[src/rtl/htalf_pkg.sv]
`timescale 1ns / 1ps

package htalf_pkg;

    localparam int TABLE_SLOTS = 16;
    localparam int SLOT_W = (TABLE_SLOTS > 1) ? $clog2(TABLE_SLOTS) : 1;
    localparam int CNT_W = $clog2(TABLE_SLOTS + 1);

    typedef enum logic [1:0] {
        CMD_ALLOC  = 2'd0,
        CMD_LOOKUP = 2'd1,
        CMD_FREE   = 2'd2,
        CMD_NONE   = 2'd3
    } command_t;

    typedef enum logic [1:0] {
        ST_OK      = 2'd0,
        ST_DUP     = 2'd1,
        ST_FULL    = 2'd2,
        ST_MISSING = 2'd3
    } status_t;

endpackage

[src/rtl/handle_table_alloc_lookup_free.sv]
`timescale 1ns / 1ps

// Channel   | Ports                         | Handshake
// ----------+-------------------------------+----------------------------------
// request   | command, handle_key           | taken when start && !busy
// result    | status, slot_index            | one-cycle strobe on done
//
// Each request scans every slot of the key memory, one read per cycle,
// as the key memory has a single read port.
// Reset clears all valid bits at once; no clearing pass is needed.
// Busy stays high from acceptance through the cycle in which done is driven,
// and a new request may be taken in the cycle after done.
// The receiver cannot stall; each result is shown for exactly one cycle.

module handle_table_alloc_lookup_free (
    input  logic        clk,
    input  logic        rst_n,
    input  logic        start,
    output logic        busy,
    input  logic [1:0]  command,
    input  logic [31:0] handle_key,
    output logic        done,
    output logic [1:0]  status,
    output logic [3:0]  slot_index
);

    typedef enum logic [1:0] {
        S_IDLE,
        S_SCAN,
        S_DONE
    } state_t;

    localparam int SW = htalf_pkg::SLOT_W;
    localparam int CW = htalf_pkg::CNT_W;

    state_t state_reg;
    state_t state_next;

    logic [31:0] key_mem [htalf_pkg::TABLE_SLOTS];
    logic [31:0] rd_data_reg;

    logic [htalf_pkg::TABLE_SLOTS-1:0] valid_reg;
    logic [htalf_pkg::TABLE_SLOTS-1:0] valid_next;

    logic [1:0]    cmd_reg;
    logic [31:0]   key_reg;
    logic [CW-1:0] issue_reg;
    logic          pend_reg;
    logic [SW-1:0] pend_idx_reg;
    logic          match_reg;
    logic [SW-1:0] match_idx_reg;
    logic          free_reg;
    logic [SW-1:0] free_idx_reg;

    logic          done_reg;
    logic [1:0]    status_reg;
    logic [3:0]    slot_index_reg;

    logic          accept;
    logic          issue_live;
    logic          hit;
    logic          empty_slot;
    logic          scan_end;
    logic          wr_en;
    logic [1:0]    res_status;
    logic [SW-1:0] res_idx;
    logic [SW+3:0] res_idx_ext;

    assign accept     = start && (state_reg == S_IDLE);
    assign issue_live = issue_reg < CW'(htalf_pkg::TABLE_SLOTS);
    assign hit        = pend_reg && valid_reg[pend_idx_reg] && (rd_data_reg == key_reg);
    assign empty_slot = pend_reg && !valid_reg[pend_idx_reg];
    assign scan_end   = (state_reg == S_SCAN) && !issue_live && !pend_reg;

    always_comb
    begin
        res_status = htalf_pkg::ST_MISSING;
        res_idx    = '0;
        valid_next = valid_reg;
        wr_en      = 1'b0;
        unique case (cmd_reg) inside
            htalf_pkg::CMD_ALLOC:
            begin
                if (match_reg)
                begin
                    res_status = htalf_pkg::ST_DUP;
                end
                else if (!free_reg)
                begin
                    res_status = htalf_pkg::ST_FULL;
                end
                else
                begin
                    res_status = htalf_pkg::ST_OK;
                    res_idx    = free_idx_reg;
                    valid_next[free_idx_reg] = 1'b1;
                    wr_en      = scan_end;
                end
            end
            htalf_pkg::CMD_LOOKUP, htalf_pkg::CMD_FREE:
            begin
                if (match_reg)
                begin
                    res_status = htalf_pkg::ST_OK;
                    res_idx    = match_idx_reg;
                    if (cmd_reg == htalf_pkg::CMD_FREE)
                    begin
                        valid_next[match_idx_reg] = 1'b0;
                    end
                end
            end
            default:
            begin
                res_status = htalf_pkg::ST_MISSING;
            end
        endcase
        res_idx_ext = {4'b0000, res_idx};
    end

    always_comb
    begin
        state_next = state_reg;
        unique case (state_reg)
            S_IDLE:
            begin
                if (accept)
                begin
                    state_next = S_SCAN;
                end
            end
            S_SCAN:
            begin
                if (scan_end)
                begin
                    state_next = S_DONE;
                end
            end
            S_DONE:
            begin
                state_next = S_IDLE;
            end
            default:
            begin
                state_next = S_IDLE;
            end
        endcase
    end

    always_ff @(posedge clk)
    begin
        if (wr_en)
        begin
            key_mem[free_idx_reg] <= key_reg;
        end
        rd_data_reg <= key_mem[issue_reg[SW-1:0]];
    end

    always_ff @(posedge clk or negedge rst_n)
    begin
        if (!rst_n)
        begin
            state_reg      <= S_IDLE;
            valid_reg      <= '0;
            pend_reg       <= 1'b0;
            match_reg      <= 1'b0;
            free_reg       <= 1'b0;
            done_reg       <= 1'b0;
            issue_reg      <= '0;
            cmd_reg        <= '0;
            key_reg        <= '0;
            pend_idx_reg   <= '0;
            match_idx_reg  <= '0;
            free_idx_reg   <= '0;
            status_reg     <= '0;
            slot_index_reg <= '0;
        end
        else
        begin
            state_reg <= state_next;
            done_reg  <= 1'b0;
            pend_reg  <= 1'b0;
            if (accept)
            begin
                cmd_reg   <= command;
                key_reg   <= handle_key;
                issue_reg <= '0;
                match_reg <= 1'b0;
                free_reg  <= 1'b0;
            end
            else if (state_reg == S_SCAN)
            begin
                if (issue_live)
                begin
                    pend_reg     <= 1'b1;
                    pend_idx_reg <= issue_reg[SW-1:0];
                    issue_reg    <= issue_reg + CW'(1);
                end
                if (hit && !match_reg)
                begin
                    match_reg     <= 1'b1;
                    match_idx_reg <= pend_idx_reg;
                end
                if (empty_slot && !free_reg)
                begin
                    free_reg     <= 1'b1;
                    free_idx_reg <= pend_idx_reg;
                end
                if (scan_end)
                begin
                    valid_reg      <= valid_next;
                    done_reg       <= 1'b1;
                    status_reg     <= res_status;
                    slot_index_reg <= res_idx_ext[3:0];
                end
            end
        end
    end

    assign busy       = (state_reg != S_IDLE);
    assign done       = done_reg;
    assign status     = status_reg;
    assign slot_index = slot_index_reg;

    a_done_single: assert property (@(posedge clk) disable iff (!rst_n)
        done_reg |=> !done_reg)
        else $error("done held for more than one cycle");

    a_idx_zero: assert property (@(posedge clk) disable iff (!rst_n)
        done_reg && (status_reg != htalf_pkg::ST_OK) |-> (slot_index_reg == 4'd0))
        else $error("slot index nonzero on a failed request");

    a_accept_busy: assert property (@(posedge clk) disable iff (!rst_n)
        start && !busy |=> busy && !done_reg)
        else $error("accepted request did not raise busy");

    a_alloc_marks: assert property (@(posedge clk) disable iff (!rst_n)
        scan_end && (cmd_reg == htalf_pkg::CMD_ALLOC) && (res_status == htalf_pkg::ST_OK)
        |=> valid_reg[$past(free_idx_reg)])
        else $error("allocated slot not marked valid");

    a_done_busy: assert property (@(posedge clk) disable iff (!rst_n)
        done_reg |-> busy)
        else $error("result strobe outside a busy request");

endmodule
[config.mk]
export PLATFORM = sky130hd
export DESIGN_NAME = handle_table_alloc_lookup_free
export DESIGN_NICKNAME = d
export VERILOG_FILES = /design/src/rtl/htalf_pkg.sv /design/src/rtl/handle_table_alloc_lookup_free.sv
export SDC_FILE = /design/constraint.sdc
export NUM_CORES = 1
export LEC_CHECK = 0
export BUFFER_PORTS_ARGS = -buffer_cell sky130_fd_sc_hd__buf_2
export CAP_MARGIN = 40
export CORE_MARGIN = 5
export CORE_UTILIZATION = 45
export DETAILED_ROUTE_END_ITERATION = 8
export GPL_TIMING_DRIVEN = 0
export PLACE_DENSITY = 0.66
export SLEW_MARGIN = 20
export SYNTH_ARGS = -nofsm -noshare
export SYNTH_HDL_FRONTEND = slang
export SYNTH_SLANG_ARGS = --single-unit
[constraint.sdc]
create_clock -name clk -period 6.1 [get_ports clk]
set_input_delay 0.305 -clock clk [delete_from_list [all_inputs] [get_ports clk]]
set_output_delay 0.305 -clock clk [all_outputs]
set_load 0.02 [all_outputs]
==> flow_metrics.py <==
metrics = {
    "floorplanning": {
        "die_w_um": 240,
        "coreArea_sq_mm": 0.0523,
        "dieArea_sq_mm": 0.0574,
        "start_util_pct": 45.3,
        "rows": 84,
        "die_y_um": 240,
        "io-pin-count": 45,
    },
    "power": {
        "cellLeakagePower_uw": 0.00964,
        "peakVddDrop_mv": 0.212,
        "power_density_mw_per_mm2": 463,
    },
    "worst_hold_path": {
        "hold_class": "in2async",
    },
    "final_layout": {
        "synthToLayoutAreaGrowth_pct": 19.1,
        "stdcell_count": 2098,
        "fin_util_pct": 54.0,
        "drive_gt1_share_pct": 29.2,
        "nets": 1399,
        "regArea_sq_mm": 0.0180,
        "multiInputGateArea_sq_mm": 0.00554,
        "diodes": 0,
        "largest_register_ffs": 512,
        "nFillCells": 3950,
    },
    "timing": {
        "fin_skew_ns": 0.0177,
        "layout_min_cycle_time_ns": 3.64,
        "setup_viol": 0,
        "fin_tns_setup_ns": 0,
        "setup_ws_ns": 2.46,
        "maxSlewHeadroom_pct": 43.9,
        "fin_crit_sh_pct": 59.6,
        "rsz0062_at_grt": "no",
        "hold_viol": 0,
        "tightest_slew_ns": 0.841,
        "drv_slew": 0,
        "fmax_ghz": 0.275,
        "hold_ws_ns": 0.168,
    },
    "grt": {
        "grt_usage_pct": 19.6,
        "grt_pass1_vias": 12300,
        "grt_max_degree": 61,
        "grt-ovfl-total": 0,
        "antenna_found_initial": 0,
        "grt_pass1_wl_um": 82200,
    },
    "route": {
        "vias_per_cell": 5.67,
        "post-route-drc-count": 0,
        "totalWireLength_um": 55100,
        "firstDrtPassIters": 5,
        "ant_nets": 0,
        "wl_per_cell_um": 26.3,
        "num_vias": 11900,
        "drt_iter0_markers": 1267,
    },
    "placement": {
        "place_inst": 1943,
        "dpl_worst_slack_ns": 2.54,
        "dp_hpwl_um": 35800,
        "gp_congestion": 0.820,
        "portBuffers": 44,
    },
    "clock_tree": {
        "cts_tree": "built",
        "path_clk_slew_ns": 0.06,
        "h-tree-depth": 2,
        "cts_resized": 0,
        "numCtsBuffers": 61,
        "cts.path.max_buffers": 3,
        "cts_root_buffer": "clkbuf_16",
        "cts_sinks": 623,
        "cts_setup_buffers": 0,
        "cts.hold.buffers_added": 36,
        "clock_latency_ns": 0.62,
    },
    "worst_setup_path": {
        "r2r-start": "state_reg[1]",
        "rr_worst_depth": 8,
        "critPathTopFamily": "simple AND/OR/NAND/NOR gates",
        "worstPathRequired_ns": 6.40,
        "crit_chain": "or4bb_1 -> clkbuf_1 -> nor3_1 -> nand3_1 -> nor3_2 -> buf_4 -> buf_4 -> buf_4",
        "critPathBufInv": 4,
        "cp_common_cell": "buf_4",
        "slowest_stage": "or4bb_1",
        "worstPathMaxFanout": 10,
        "endpoint_kind": "flop",
        "path_class": "reg2reg",
        "slowest_delay_ns": 0.57,
        "cp-start-kind": "flop",
        "arrival_ns": 3.94,
        "ff2ff_setup_slack_ns": 2.46,
        "reg2reg_to": "key_mem[3][19]",
    },
    "status": {
        "outcome": "complete, no violations",
    },
    "yosys": {
        "async_flop_share_pct": 12.7,
        "ys_ff_latch": 623,
        "synth-edff-count": 512,
        "syn_nets": 1193,
        "syn_inst": 1152,
        "synth_cell_types": 41,
        "synth_top_area_share_pct": 64.8,
        "yosysTopAreaCell": "edfxtp_1",
        "ys_seq_area_share_pct": 75.9,
        "synthesis.area_sq_mm": 0.0237,
        "synth_top_flop_cell": "edfxtp_1",
        "syn_avg_cell_area_sq_um": 20.6,
        "synthTopCellsByArea": "edfxtp_1 (65%), mux4_2 (16%), dfrtp_1 (8.3%)",
        "yosys_warnings": 0,
    },
    "run": {
        "cap_violations": 0,
    },
}
[cells in the mapped netlist, types with 9 or more instances]
cell type,instances
edfxtp_1,512
mux4_2,164
nand2_1,115
dfrtp_1,79
clkbuf_1,39
dfxtp_1,32
nor2_1,26
xnor2_1,16
xor2_1,16
nand3_1,13
a22o_1,12
o21ai_0,11
buf_2,10
inv_1,10
a21oi_1,9
[worst max path at each step]
stage / depth (start not counted) / slack (ns) / endpoint / start
6_report: 8 / 2.46 / key_mem[3][19] / state_reg[1]
5_1_grt: 8 / 2.26 / key_mem[3][19] / state_reg[1]
4_1_cts: 8 / 2.52 / key_mem[3][19] / state_reg[1]
3_5_place_dp: 8 / 2.54 / key_mem[3][28] / state_reg[1]
3_3_place_gp: 5 / -1.10 / key_mem[3][16] / state_reg[1]
2_1_floorplan: 5 / 1.79 / key_mem[3][0] / state_reg[1]
[kinds of logic after synthesis]
logic type | Yosys count | synth area share (%)
flops | 623 | 75.9
compound gates | 45 | 1.32
mux | 176 | 16.2
buf+inv | 70 | 1.26
simple gates | 202 | 3.96
xor+xnor | 32 | 1.18
fa+ha+maj | 4 | 0.211
[layer usage]
layer / up-vias / GRT usage (%) / wire length, um
met4: 0 / 5.78 / 1480
met2: 400 / 31.7 / 26700
met3: 94 / 4.25 / 4010
li1: 5061 / - / -
met5: - / 0 / 0
met1: 6350 / 27.2 / 22900
[final cells by class]
| class | count | area share, % |
|---|---|---|
| multi-input cells | 459 | 19.6 |
| inverters | 10 | 0.133 |
| repair buffers | 143 | 5.56 |
| well taps | 688 | 3.05 |
| flip-flops and latches | 623 | 63.7 |
| clock buffers | 92 | 6.29 |
| plain buffers | 60 | 0.921 |
| clock inverters | 23 | 0.749 |
[placed cells by master (no fill, tap or decap), drive strengths merged, types with 3 or more instances in the layout]
master       synthesis  layout
edfxtp             512     512
mux4               164     164
clkbuf              39     132
buf                 21     127
nand2              115     115
dfrtp               79      79
dlygate4sd3          0      36
dfxtp               32      32
nor2                26      26
xnor2               16      16
xor2                16      16
clkinv               0      15
inv                 10      14
nand3               13      13
a22o                12      12
nor3                12      12
mux2                12      12
o21ai               11      11
a21oi                9       9
nand4                8       8
a31oi                6       6
nor2b                5       5
nand3b               4       4
nor4                 4       4
ha                   4       4
bufinv               0       3
[where the power goes]
part	internal (uW)	switching, uW
Clock	2140	1560
Combinational	1580	1700
Sequential	5470	633
Total	9200	3890
[per-stage QoR]
stage / cell area (sq um) / total power [uW]
2_1_floorplan: 23700 / 8180
3_3_place_gp: 24800 / 9250
3_5_place_dp: 25900 / 9480
4_1_cts: 28200 / 13200
5_1_grt: 28200 / 13700
6_report: 28200 / 13100
Power figures use the tool's default switching activity.
